**src/sv/tdpt_pkg.sv**
```systemverilog
// ----------------------------------------------------------------------------
// tdpt_pkg: shared definitions for the trial-division prime test
// Value width, derived datapath widths and the command and status bundles
// that connect the controller to the datapath.
// ----------------------------------------------------------------------------
package tdpt_pkg;

  // Width of the tested value and of the reply.
  localparam int VALUE_WIDTH = 32;

  // A divisor never exceeds the square root of the largest positive value
  // plus one, so half the width plus one bit is enough.
  localparam int DIV_WIDTH = VALUE_WIDTH / 2 + 1;

  // Bit counter for the serial remainder unit.
  localparam int CNT_WIDTH = $clog2(VALUE_WIDTH);

  typedef logic [VALUE_WIDTH-1:0] value_t;
  typedef logic [DIV_WIDTH-1:0]   divisor_t;
  typedef logic [CNT_WIDTH-1:0]   bit_cnt_t;

  // Commands from the controller to the datapath.
  typedef struct packed {
    logic load;       // capture a new candidate, restart at divisor two
    logic div_start;  // clear the remainder and point at the top bit
    logic div_step;   // process one bit of the remainder
    logic advance;    // move on to the next divisor
    logic out_load;   // capture the result into the output register
    logic prime;      // verdict that goes with out_load
  } tdpt_cmd_t;

  // Status from the datapath to the controller.
  typedef struct packed {
    logic below_two;  // candidate is negative, zero or one
    logic sq_over;    // divisor squared exceeds the candidate
    logic div_last;   // the current remainder step is the last one
    logic rem_zero;   // the divisor divides the candidate evenly
  } tdpt_status_t;

endpackage

```
**src/sv/tdpt_dpath.sv**
```systemverilog
// ----------------------------------------------------------------------------
// tdpt_dpath: datapath of the prime test
// Holds the candidate, the running divisor and its square, a bit-serial
// remainder unit and the output register.
// ----------------------------------------------------------------------------
module tdpt_dpath (
  input  logic                   clk,
  input  tdpt_pkg::tdpt_cmd_t    cmd,
  input  tdpt_pkg::value_t       candidate,
  output tdpt_pkg::tdpt_status_t status,
  output logic                   prime_flag,
  output tdpt_pkg::value_t       reply_value
);
  import tdpt_pkg::*;

  localparam value_t   TWO_VALUE   = value_t'(2);
  localparam value_t   FOUR_VALUE  = value_t'(4);
  localparam divisor_t TWO_DIVISOR = divisor_t'(2);
  localparam bit_cnt_t TOP_BIT     = bit_cnt_t'(VALUE_WIDTH - 1);

  value_t   n_r, n_nxt;
  divisor_t d_r, d_nxt;
  value_t   sq_r, sq_nxt;
  divisor_t rem_r, rem_nxt;
  bit_cnt_t cnt_r, cnt_nxt;
  logic     prime_r;
  value_t   reply_r;

  logic [DIV_WIDTH:0] shifted;
  logic [DIV_WIDTH:0] d_ext;
  logic [DIV_WIDTH:0] odd_step;

  // One restoring step: bring in the next candidate bit, subtract if it fits.
  always_comb begin
    shifted = {rem_r, n_r[cnt_r]};
    d_ext   = {1'b0, d_r};
    if (shifted >= d_ext) begin
      rem_nxt = divisor_t'(shifted - d_ext);
    end else begin
      rem_nxt = shifted[DIV_WIDTH-1:0];
    end
    if (cmd.div_start) begin
      rem_nxt = '0;
    end
  end

  // Divisor bookkeeping: (d + 1)^2 = d^2 + 2d + 1.
  always_comb begin
    odd_step = {d_r, 1'b1};
    n_nxt    = n_r;
    d_nxt    = d_r;
    sq_nxt   = sq_r;
    cnt_nxt  = cnt_r;
    if (cmd.load) begin
      n_nxt  = candidate;
      d_nxt  = TWO_DIVISOR;
      sq_nxt = FOUR_VALUE;
    end else if (cmd.advance) begin
      d_nxt  = d_r + divisor_t'(1);
      sq_nxt = sq_r + value_t'(odd_step);
    end
    if (cmd.div_start) begin
      cnt_nxt = TOP_BIT;
    end else if (cmd.div_step) begin
      cnt_nxt = cnt_r - bit_cnt_t'(1);
    end
  end

  // Working registers.
  always_ff @(posedge clk) begin
    n_r   <= n_nxt;
    d_r   <= d_nxt;
    sq_r  <= sq_nxt;
    cnt_r <= cnt_nxt;
    if (cmd.div_start || cmd.div_step) begin
      rem_r <= rem_nxt;
    end
  end

  // Output register: the candidate when prime, all ones otherwise.
  always_ff @(posedge clk) begin
    if (cmd.out_load) begin
      prime_r <= cmd.prime;
      reply_r <= cmd.prime ? n_r : '1;
    end
  end

  assign status.below_two = n_r[VALUE_WIDTH-1] || (n_r < TWO_VALUE);
  assign status.sq_over   = sq_r > n_r;
  assign status.div_last  = cnt_r == '0;
  assign status.rem_zero  = rem_r == '0;

  assign prime_flag  = prime_r;
  assign reply_value = reply_r;

endmodule

```
**config.mk**
```make
export PLATFORM = sky130hd
export DESIGN_NAME = tdpt_dpath
export DESIGN_NICKNAME = d
export VERILOG_FILES = /design/src/sv/tdpt_pkg.sv /design/src/sv/tdpt_dpath.sv
export SDC_FILE = /design/constraint.sdc
export NUM_CORES = 1
export LEC_CHECK = 0
export ABC_AREA = 1
export BUFFER_PORTS_ARGS = -buffer_cell sky130_fd_sc_hd__buf_4
export CORE_MARGIN = 2
export CORE_UTILIZATION = 60
export CTS_BUF_LIST = sky130_fd_sc_hd__clkbuf_2 sky130_fd_sc_hd__clkbuf_4 sky130_fd_sc_hd__clkbuf_8
export CTS_CLUSTER_SIZE = 20
export DETAILED_ROUTE_END_ITERATION = 10
export PLACE_DENSITY = 0.79
export SETUP_SLACK_MARGIN = 0.15
export SYNTH_ARGS = -nofsm -noshare
export SYNTH_HDL_FRONTEND = slang
export SYNTH_SLANG_ARGS = --single-unit
```
**constraint.sdc**
```tcl
create_clock -name clk -period 7.4 [get_ports clk]
set_input_delay 0 -clock clk [delete_from_list [all_inputs] [get_ports clk]]
set_output_delay 0 -clock clk [all_outputs]
set_load 0.03 [all_outputs]
```
==> impl_metrics.csv, run 1 <==
group,metric,value,unit
finish,diodes,0,
finish,drive_gt1_share,10.27,%
timing,setup_violations,0,
global_route,grt_pass1_wl,37590,um
timing,fmax,272.7,MHz
setup_path,reg2reg_from,"cnt_r[0]$_SDFFE_PP1P_",
setup_path,cpLargestDelayFamily,"simple AND/OR/NAND/NOR gates",
timing,fin_ws,3.732,ns
global_route,track_usage,30.22,%
clocking,clk_pin_slew,0.08,ns
timing,period_share,49.56,%
clocking,cts_max_level,4,
power,leakage,4.999,nW
power,power.share.clock,24.9,%
synthesis,synthDistinctLibCells,39,
clocking,cts_tree,"yes",
placement,place_inst,1430,
synthesis,yosysWarnings,0,
global_route,grt_pass1_vias,7705,
power,p_comb_share,37.8,%
setup_path,path_cells,"inv_1 -> nand2_1 -> nand3_1 -> nand3_1 -> nand2_1 -> a21oi_1 -> nand2_1 -> nand2_1 -> ha_1 -> inv_1 -> fa_1 -> nand4_2 -> nand3_2 -> nand3_4 -> nand2_4 -> inv_2 -> nor2_1 -> nor2_1",
timing,clock_skew,0.01546,ns
min_path,holdCritStartpoint,"cmd[2]",
power,p_switching,1.034,mW
setup_path,worst-setup-path-type,"reg2reg",
synthesis,synth.net_count,1301,
route,routed_via_density,5.543,
floorplan,die_y,125.2,um
setup_path,cp_slowest_cell,"dfxtp_1",
clocking,cts_root_buf,"clkbuf_8",
flow_run,cap_violations,0,
route,drt-total-wl,23270,um
setup_path,rr_worst_depth,18,
synthesis,ys_seq_area_share,40.20,%
min_path,min_path_type,"in2reg",
timing,slew_headroom,39.37,%
power,peakVddDrop,0.2860,mV
clocking,clk_latency,0.47,ns
setup_path,rrSetupSlack,3.73,ns
status,status,"complete, no violations",
floorplan,core_area,14420,um2
placement,place_area,9507,um2
route,final_antenna_net_count,0,
setup_path,worst-path-max-fanout,30,
power,p_int,1.610,mW
power,swShare,39.11,%
clocking,clock_sinks,136,
route,drc,0,
global_route,grt_max_degree,57,
finish,fin_nets,1410,
floorplan,dieArea,15680,um2
setup_path,critPathLaunchType,"flop",
timing,maxSlewViolCount,0,
placement,io_buffers,75,
clocking,cts_buffers,17,
synthesis,synth_area_per_cell,7.395,um2
power,power.density,257.1,nW/um2
synthesis,synth_cells,1192,
route,routedWlPerCell,15.53,um
global_route,grt_overflow,0,
route,vias,8304,
floorplan,start_util,61.11,%
setup_path,critical_path_buf_inv_count,3,
clocking,post_cts_buffers,0,
timing,min_period,3.668,ns
floorplan,fp.dieW,125.2,um
floorplan,rows,44,
finish,fin_cells,1498,
timing,tightest_slew,0.9084,ns
route,dr.pass1.iters,6,
synthesis,synth_seq_cells,136,
synthesis,netlist_area,8815,um2
min_path,whs_endpoint,"sq_r[1]$_SDFFE_PP0P_",
synthesis,synthFlopType,"edfxtp_1",
route,drt_iter0_drc,762,
placement,place_ws,3.849,ns
power,power_frac_seq,37.3,%
setup_path,crit_path_max_incr_delay,0.91,ns
setup_path,endpoint_kind,"flop",
clocking,clk_path_buf_depth,2,
finish,syn_to_final_growth,16.66,%
finish,layout_common_cells,"309 x nand2_1, 186 x inv_1, 143 x nor2_1",
timing,finalHoldViolations,0,
setup_path,cp.arrival,3.99,ns
timing,final.setup.tns,0,ns
setup_path,crit_required,7.72,ns
synthesis,synthArstFlopShare,0,%
finish,final_common_cell,"nand2_1",
global_route,antenna_found_initial,0,
min_path,hold_depth,2,
timing,rsz0062_at_grt,"no",
setup_path,r2r-end,"rem_r[5]$_SDFFCE_PP0P_",
placement,gp_congestion,0.9709,
floorplan,io_pins,76,
placement,dp.final_hpwl,16850,um
finish,final_util,71.30,%
synthesis,synth_enable_flop_cells,82,
setup_path,critPathMostFrequentCell,"nand2_1",
finish,stdcell_area,10280,um2
[sequential cells by signal (all words and copies together) (netlist names)]
| name | count |
|---|---|
| cnt_r | 5 |
| d_r | 17 |
| n_r | 32 |
| prime_flag | 1 |
| rem_r | 17 |
| reply_value | 32 |
| sq_r | 32 |
[per-stage QoR]
step	power, mW	hold WS, ns
finish	2.644	0.02308
global placement	1.931	0.1788
floorplan	1.744	0.09887
global route	2.807	0.04490
detailed placement	1.953	0.1795
CTS	2.624	0.007504
[metal layers]
layer  GRT usage [%]  up-vias  part of all wire, %
met3           5.862       73                  8.3
met1           38.76     3714                   41
li1                -     4109                    -
met4           12.94        0                  3.6
met2           50.16      408                   47
met5               0        -                    0
[synth_stat cells (4+ instances only)]
master / number / area (um2)
o211ai_1: 10 / 75.07
nand2_1: 309 / 1160
and2_1: 7 / 43.79
o21ai_1: 11 / 55.05
xor2_1: 16 / 140.1
clkbuf_1: 12 / 45.04
buf_1: 5 / 18.77
nor4_1: 11 / 68.82
nor2_2: 5 / 31.28
nand4_1: 13 / 81.33
nand3b_1: 5 / 37.54
inv_1: 186 / 698.2
a21oi_1: 75 / 375.4
nor2_1: 143 / 536.8
o21ai_0: 46 / 230.2
nor3_1: 24 / 120.1
ha_1: 68 / 850.8
nor2_4: 4 / 45.04
edfxtp_1: 82 / 2462
nand3_1: 75 / 375.4
nand2_2: 6 / 37.54
dfxtp_1: 54 / 1081
[area by class of cell]
cell class              instances  area [um2]
multi-input cells             846        4457
fillers                      1153        4140
flip-flops and latches        136        3543
repair buffers                112       930.9
inverters                     188       705.7
clock buffers                  18       241.5
well taps                     184       230.2
clock inverters                14       175.2
[worst max-delay path by stage]
stage	from	endpoint	slack, ns	depth (start not counted)
after floorplan	cnt_r[1]$_SDFFE_PP1P_	rem_r[1]$_SDFFCE_PP0P_	4.75	17
after global placement	cnt_r[0]$_SDFFE_PP1P_	rem_r[12]$_SDFFCE_PP0P_	4.03	21
after detailed placement	cnt_r[0]$_SDFFE_PP1P_	rem_r[4]$_SDFFCE_PP0P_	3.85	18
after CTS	cnt_r[0]$_SDFFE_PP1P_	rem_r[5]$_SDFFCE_PP0P_	3.81	18
after global routing	cnt_r[0]$_SDFFE_PP1P_	rem_r[5]$_SDFFCE_PP0P_	3.39	18
final	cnt_r[0]$_SDFFE_PP1P_	rem_r[5]$_SDFFCE_PP0P_	3.73	18
[logic make-up (layout without fill, tap and decap cells)]
kind of cell / Yosys count / count (layout) / synth area share, %
compound gates: 149 / 149 / 8.957
buf+inv: 210 / 332 / 9.241
fa+ha+maj: 70 / 70 / 10.11
flops: 136 / 136 / 40.20
simple gates: 610 / 610 / 29.81
xor+xnor: 17 / 17 / 1.689
[power by group through the flow]
| stage | registers, mW | logic (mW) | clock network (mW) |
|---|---|---|---|
| after floorplan | 0.991 | 0.752 | 0 |
| after global placement | 0.999 | 0.932 | 0 |
| after detailed placement | 0.999 | 0.954 | 0 |
| after CTS | 0.982 | 0.979 | 0.663 |
| after global routing | 0.992 | 1.12 | 0.692 |
| final | 0.986 | 1.00 | 0.658 |
[what timing repair did]
item | CTS | global route
hold buffers | 36 | 0
gates resized for setup | 0 | 0
hold endpoints to repair | 78 | 0
No activity file was read; power rests on OpenSTA's default activity.
==> run 2: changes to the inputs <==
- clock period: 7.4 -> 3.7 ns (I/O delays scaled with it)
==> impl_metrics.csv, run 2 (synthesized netlist as in run 1, its figures left out) <==
group,metric,value,unit
min_path,hold_depth,2,
placement,io_buffers,75,
setup_path,rrSetupSlack,0.41,ns
floorplan,io_pins,76,
setup_path,critPathLaunchType,"flop",
setup_path,endpoint_kind,"flop",
min_path,whs_endpoint,"sq_r[1]$_SDFFE_PP0P_",
route,m1WireLength,9944,um
floorplan,fp.dieW,125.2,um
global_route,grt_max_degree,49,
clocking,post_cts_resized,0,
clocking,cts_root_buf,"clkbuf_8",
route,highest_layer,"met4",
finish,drive_gt1_share,10.32,%
timing,maxSlewViolCount,0,
timing,tightest_slew,0.8811,ns
route,routedWlPerCell,15.48,um
global_route,track_usage,30.65,%
min_path,holdCritStartpoint,"cmd[2]",
status,status,"complete, no violations",
placement,dp.final_hpwl,16880,um
clocking,cts_tree,"yes",
setup_path,crit_required,3.93,ns
floorplan,core_area,14420,um2
setup_path,worst-path-max-fanout,22,
clocking,post_cts_buffers,0,
clocking,cts_max_level,4,
setup_path,cpLargestDelayFamily,"simple AND/OR/NAND/NOR gates",
clocking,clk_path_buf_depth,2,
clocking,postCtsHoldBufs,38,
finish,multi_input_area,4457,um2
min_path,min_path_type,"in2reg",
setup_path,cp-startpoint,"cnt_r[1]$_SDFFE_PP1P_",
setup_path,rr_worst_depth,17,
timing,setup_violations,0,
global_route,grt_pass1_vias,7626,
finish,seq_area,3543,um2
timing,final.setup.tns,0,ns
finish,final_common_cell,"nand2_1",
route,final_antenna_net_count,0,
timing,finalHoldViolations,0,
route,dr_wl_met3,1797,um
floorplan,rows,44,
finish,fillers,1165,
route,routed_via_density,5.417,
floorplan,start_util,61.11,%
setup_path,worst-setup-path-type,"reg2reg",
finish,fin_nets,1414,
route,drt_iter0_drc,693,
floorplan,dieArea,15680,um2
timing,fmax,303.6,MHz
finish,layout_common_cells,"309 x nand2_1, 186 x inv_1, 143 x nor2_1",
route,drc,0,
clocking,clock_sinks,136,
route,drt-total-wl,23250,um
timing,rsz0062_at_grt,"no",
timing,period_share,89.03,%
setup_path,cp_slowest_cell,"dfxtp_1",
timing,slew_headroom,41.20,%
floorplan,die_y,125.2,um
global_route,grt_overflow,0,
setup_path,r2r-end,"rem_r[7]$_SDFFCE_PP0P_",
global_route,antenna_found_initial,0,
clocking,clk_latency,0.47,ns
clocking,clk_pin_slew,0.08,ns
placement,gp_congestion,0.9421,
power,leakage,4.992,nW
setup_path,critical_path_buf_inv_count,3,
timing,clock_skew,0.01700,ns
setup_path,reg2reg_from,"cnt_r[1]$_SDFFE_PP1P_",
power,peakVddDrop,0.4768,mV
route,wl_met2,10860,um
setup_path,path_cells,"inv_1 -> a21oi_1 -> o21ai_0 -> nand3_1 -> nand3_1 -> nand2_1 -> nand2_1 -> ha_1 -> inv_1 -> fa_1 -> nand4_2 -> nand3_2 -> nand3_4 -> nand2_4 -> inv_2 -> nor2_1 -> nor2_1",
setup_path,cp.arrival,3.52,ns
flow_run,cap_violations,0,
timing,hold_ws,0.01618,ns
finish,diodes,0,
route,vias,8136,
route,dr.pass1.iters,6,
power,power.density,504.2,nW/um2
global_route,grt_pass1_wl,38170,um
clocking,cts_buffers,17,
setup_path,crit_path_max_incr_delay,0.64,ns
timing,min_period,3.294,ns
finish,syn_to_final_growth,16.68,%
## run 2: layout make-up
class                   instances  area share [%]
repair buffers                116           9.416
clock inverters                13           1.156
multi-input cells             846           43.33
inverters                     188           6.861
clock buffers                  19           2.543
flip-flops and latches        136           34.45
well taps                     184           2.238
## run 2: worst register-to-register path, cell delays in order (launching register included)
cell and delay (ns):
dfxtp_1 0.64, inv_1 0.22, a21oi_1 0.16, o21ai_0 0.11
nand3_1 0.08, nand3_1 0.07, nand2_1 0.12, nand2_1 0.08
ha_1 0.21, inv_1 0.11, fa_1 0.28, nand4_2 0.12
nand3_2 0.13, nand3_4 0.11, nand2_4 0.27, inv_2 0.16
nor2_1 0.14, nor2_1 0.06
## run 2: stage by stage
step	cell area (um2)	setup slack, ns	total power [mW]	utilization, %	std cells
finish	10280	0.4059	5.186	71.30	1502
global route	10280	0.1871	5.526	71.30	1502
CTS	10270	0.4913	5.137	71.24	1501
detailed placement	9514	0.4915	3.904	65.96	1431
global placement	9514	0.6770	3.871	65.96	1431
floorplan	8815	1.054	3.487	-	1192
## run 2: metal layers
layer / vias to the layer above / global-route usage [%]
li1: 4112 / -
met1: 3690 / 40.24
met2: 292 / 49.68
met3: 42 / 7.488
met4: 0 / 10.92
met5: - / 0
## run 2: worst max path at each step
stage                               to  slack (ns)  depth (start not counted)
6_report        rem_r[7]$_SDFFCE_PP0P_        0.41                         17
5_1_grt         rem_r[3]$_SDFFCE_PP0P_        0.19                         17
4_1_cts         rem_r[7]$_SDFFCE_PP0P_        0.49                         17
3_5_place_dp    rem_r[7]$_SDFFCE_PP0P_        0.49                         17
3_3_place_gp   rem_r[10]$_SDFFCE_PP0P_        0.68                         17
2_1_floorplan   rem_r[1]$_SDFFCE_PP0P_        1.05                         17
## run 2: power breakdown
| group | leakage, nW | switching (mW) | internal, mW | total, mW |
|---|---|---|---|---|
| sequential | 1.24 | 0.152 | 1.82 | 1.97 |
| combinational | 3.57 | 1.27 | 0.722 | 1.99 |
| clock | 0.185 | 0.651 | 0.570 | 1.22 |
| total | 4.99 | 2.07 | 3.11 | 5.19 |
==> run 3: changes to the inputs <==
- ABC_AREA: 1 -> not set
- PLACE_DENSITY: 0.79 -> 0.8
==> impl_metrics.csv, run 3 <==
group,metric,value,unit
status,status,"complete, but fails checks",
status,violations,"negative setup slack",
global_route,met3_usage,7.605,%
setup_path,worst-path-max-fanout,6,
clocking,clk_latency,0.48,ns
setup_path,cpLargestDelayFamily,"multiplexers",
clocking,cts_max_level,4,
route,vias,7143,
timing,slew_headroom,42.25,%
timing,fin_ws,-0.02032,ns
finish,syn_to_final_growth,22.33,%
route,routedWlPerCell,20.09,um
power,power.share.clock,22.7,%
placement,place_ws,-0.2241,ns
floorplan,die_y,119.8,um
placement,io_buffers,75,
finish,layout_common_cells,"99 x buf_4, 82 x edfxtp_1, 75 x inv_1, 75 x nor2_1, 73 x nand2_1",
finish,final_common_cell,"buf_4",
timing,tightest_slew,0.8662,ns
power,power_frac_seq,35.7,%
timing,hold_ws,0.02871,ns
floorplan,rows,42,
min_path,min_path_type,"in2reg",
floorplan,core_area,13190,um2
finish,stdcell_area,9849,um2
finish,drive_gt1_share,17.08,%
synthesis,synth_cells,821,
power,p_int,3.544,mW
timing,min_period,3.720,ns
setup_path,path_cells,"buf_6 -> mux4_2 -> mux2i_1 -> mux4_2 -> ha_4 -> inv_2 -> fa_2 -> a21oi_2 -> o221a_1 -> nor2_1 -> o22ai_1 -> o211a_1 -> buf_6 -> clkbuf_16 -> mux2i_1 -> nor2_1",
timing,fmax,268.8,MHz
timing,final.setup.tns,-0.04622,ns
global_route,grt_max_degree,54,
finish,fin_cells,1150,
global_route,track_usage,32.66,%
global_route,grt_overflow,0,
clocking,clk_path_buf_depth,2,
synthesis,synth_enable_flop_cells,82,
global_route,grtUsageMet1,38.13,%
timing,rsz0062_at_grt,"yes",
global_route,grt_pass1_wl,36020,um
synthesis,synth_seq_cells,136,
setup_path,cp.arrival,3.95,ns
clocking,cts_tree,"yes",
floorplan,io_pins,76,
setup_path,worst-setup-path-type,"reg2reg",
timing,maxSlewViolCount,0,
placement,place_inst,1068,
synthesis,synthFlopType,"edfxtp_1",
synthesis,netlist_area,8051,um2
timing,clock_skew,0.01484,ns
floorplan,dieArea,14360,um2
floorplan,start_util,61.04,%
clocking,clk_pin_slew,0.09,ns
timing,period_share,100.5,%
flow_run,cap_violations,0,
setup_path,cp_slowest_cell,"mux4_2",
timing,finalHoldViolations,0,
placement,gp_congestion,0.8796,
synthesis,synth_commonest_cells,"82 x edfxtp_1, 76 x inv_1, 75 x nor2_1",
synthesis,yosysTopAreaCell,"edfxtp_1",
synthesis,synthDistinctLibCells,68,
clocking,cts_buffers,17,
power,power,5.490,mW
setup_path,crit_path_max_incr_delay,0.49,ns
setup_path,critPathLaunchType,"flop",
placement,dp.final_hpwl,15590,um
route,drt_iter0_drc,672,
global_route,busiest_layer,"met2",
setup_path,critical_path_buf_inv_count,4,
route,drc,0,
power,p_switching,1.946,mW
clocking,clock_sinks,136,
route,final_antenna_net_count,0,
synthesis,synth.most_common_cell,"edfxtp_1",
synthesis,synthArstFlopShare,0,%
route,dr.pass1.iters,8,
synthesis,synth.net_count,930,
route,drt-total-wl,23100,um
clocking,cts_root_buf,"clkbuf_8",
synthesis,ys_seq_area_share,44.01,%
power,swShare,35.44,%
global_route,grt_pass1_vias,6975,
synthesis,synth_area_per_cell,9.807,um2
global_route,antenna_found_initial,2,
global_route,grt_use_met2,57.46,%
power,power.density,557.4,nW/um2
timing,setup_violations,3,
finish,final_util,74.67,%
synthesis,yosysWarnings,0,
setup_path,crit_required,3.93,ns
power,peakVddDrop,0.6025,mV
synthesis,synth_top_area_share,30.58,%
power,p_comb_share,41.6,%
synthesis,synth.area.top_cells,"edfxtp_1 31%, dfxtp_1 13%, ha_1 11%",
finish,fin_nets,1069,
placement,place_area,8904,um2
setup_path,endpoint_kind,"flop",
route,routed_via_density,6.211,
power,leakage,4.044,nW
floorplan,fp.dieW,119.8,um
==> run 3: timing repair <==
item | CTS | global route
buffers inserted | 7 | 2
pin swaps | 9 | 16
hold endpoints to repair | 101 | 17
gates cloned | 1 | 1
endpoints found under the setup margin | 17 | 18
resized for setup | 12 | 8
hold buffers | 37 | 1
==> run 3: path summary, 6_finish.rpt <==
kind | slack, ns | from | depth (start not counted) | endpoint
max | -0.02 | cnt_r[0]$_SDFFE_PP1P_ | 16 | rem_r[12]$_SDFFCE_PP0P_
min | 0.03 | cmd[2] | 3 | sq_r[11]$_SDFFE_PP0P_
max reg2reg | -0.02 | cnt_r[0]$_SDFFE_PP1P_ | 16 | rem_r[12]$_SDFFCE_PP0P_
min reg2reg | 0.51 | sq_r[31]$_SDFFE_PP0P_ | 2 | sq_r[31]$_SDFFE_PP0P_
==> run 3: power groups by stage <==
| stage | combinational [mW] | clock (mW) | sequential, mW |
|---|---|---|---|
| floorplan | 1.32 | 0 | 1.97 |
| global placement | 1.82 | 0 | 1.98 |
| detailed placement | 1.89 | 0 | 1.98 |
| CTS | 2.12 | 1.23 | 1.95 |
| global route | 2.48 | 1.30 | 1.98 |
| finish | 2.28 | 1.25 | 1.96 |
==> run 3: per-layer routing <==
layer  routed length [um]  vias up  part of all wire (%)
li1                     -     3292                     -
met1                 8868     3433                    38
met2                11740      337                    51
met3                 1472       81                   6.4
met4                 1015        0                   4.4
met5                    0        -                     0
==> run 3: area by class of cell <==
| class | instances | area, um2 |
|---|---|---|
| clock buffer | 17 | 234.0 |
| inverter | 77 | 289.0 |
| sequential | 136 | 3550 |
| timing repair buffer | 144 | 1241 |
| clock inverter | 14 | 150.1 |
| antenna | 2 | 5.005 |
| multi-input combinational | 584 | 4160 |
| fill | 846 | 3341 |
| tap | 176 | 220.2 |
==> run 3: cells by family after synthesis <==
| group | after synthesis | share of synthesized area (%) |
|---|---|---|
| buffers and inverters | 101 | 4.802 |
| adder cells (fa/ha/maj) | 70 | 11.06 |
| multiplexers | 34 | 5.672 |
| AND/OR/NAND/NOR | 284 | 17.28 |
| AO/OA/AOI/OAI | 156 | 12.82 |
| flip-flops | 136 | 44.01 |
| XOR/XNOR | 40 | 4.351 |
==> run 3: worst register-to-register path: cells and delay by family, from the launching register on <==
family	cells	cell delay (ns)
AOI/OAI and AO/OA	4	0.83
adders and majority gates	2	0.49
buffers and inverters	4	0.45
DFF	1	0.43
muxes	4	1.16
and+or+nand+nor	2	0.10
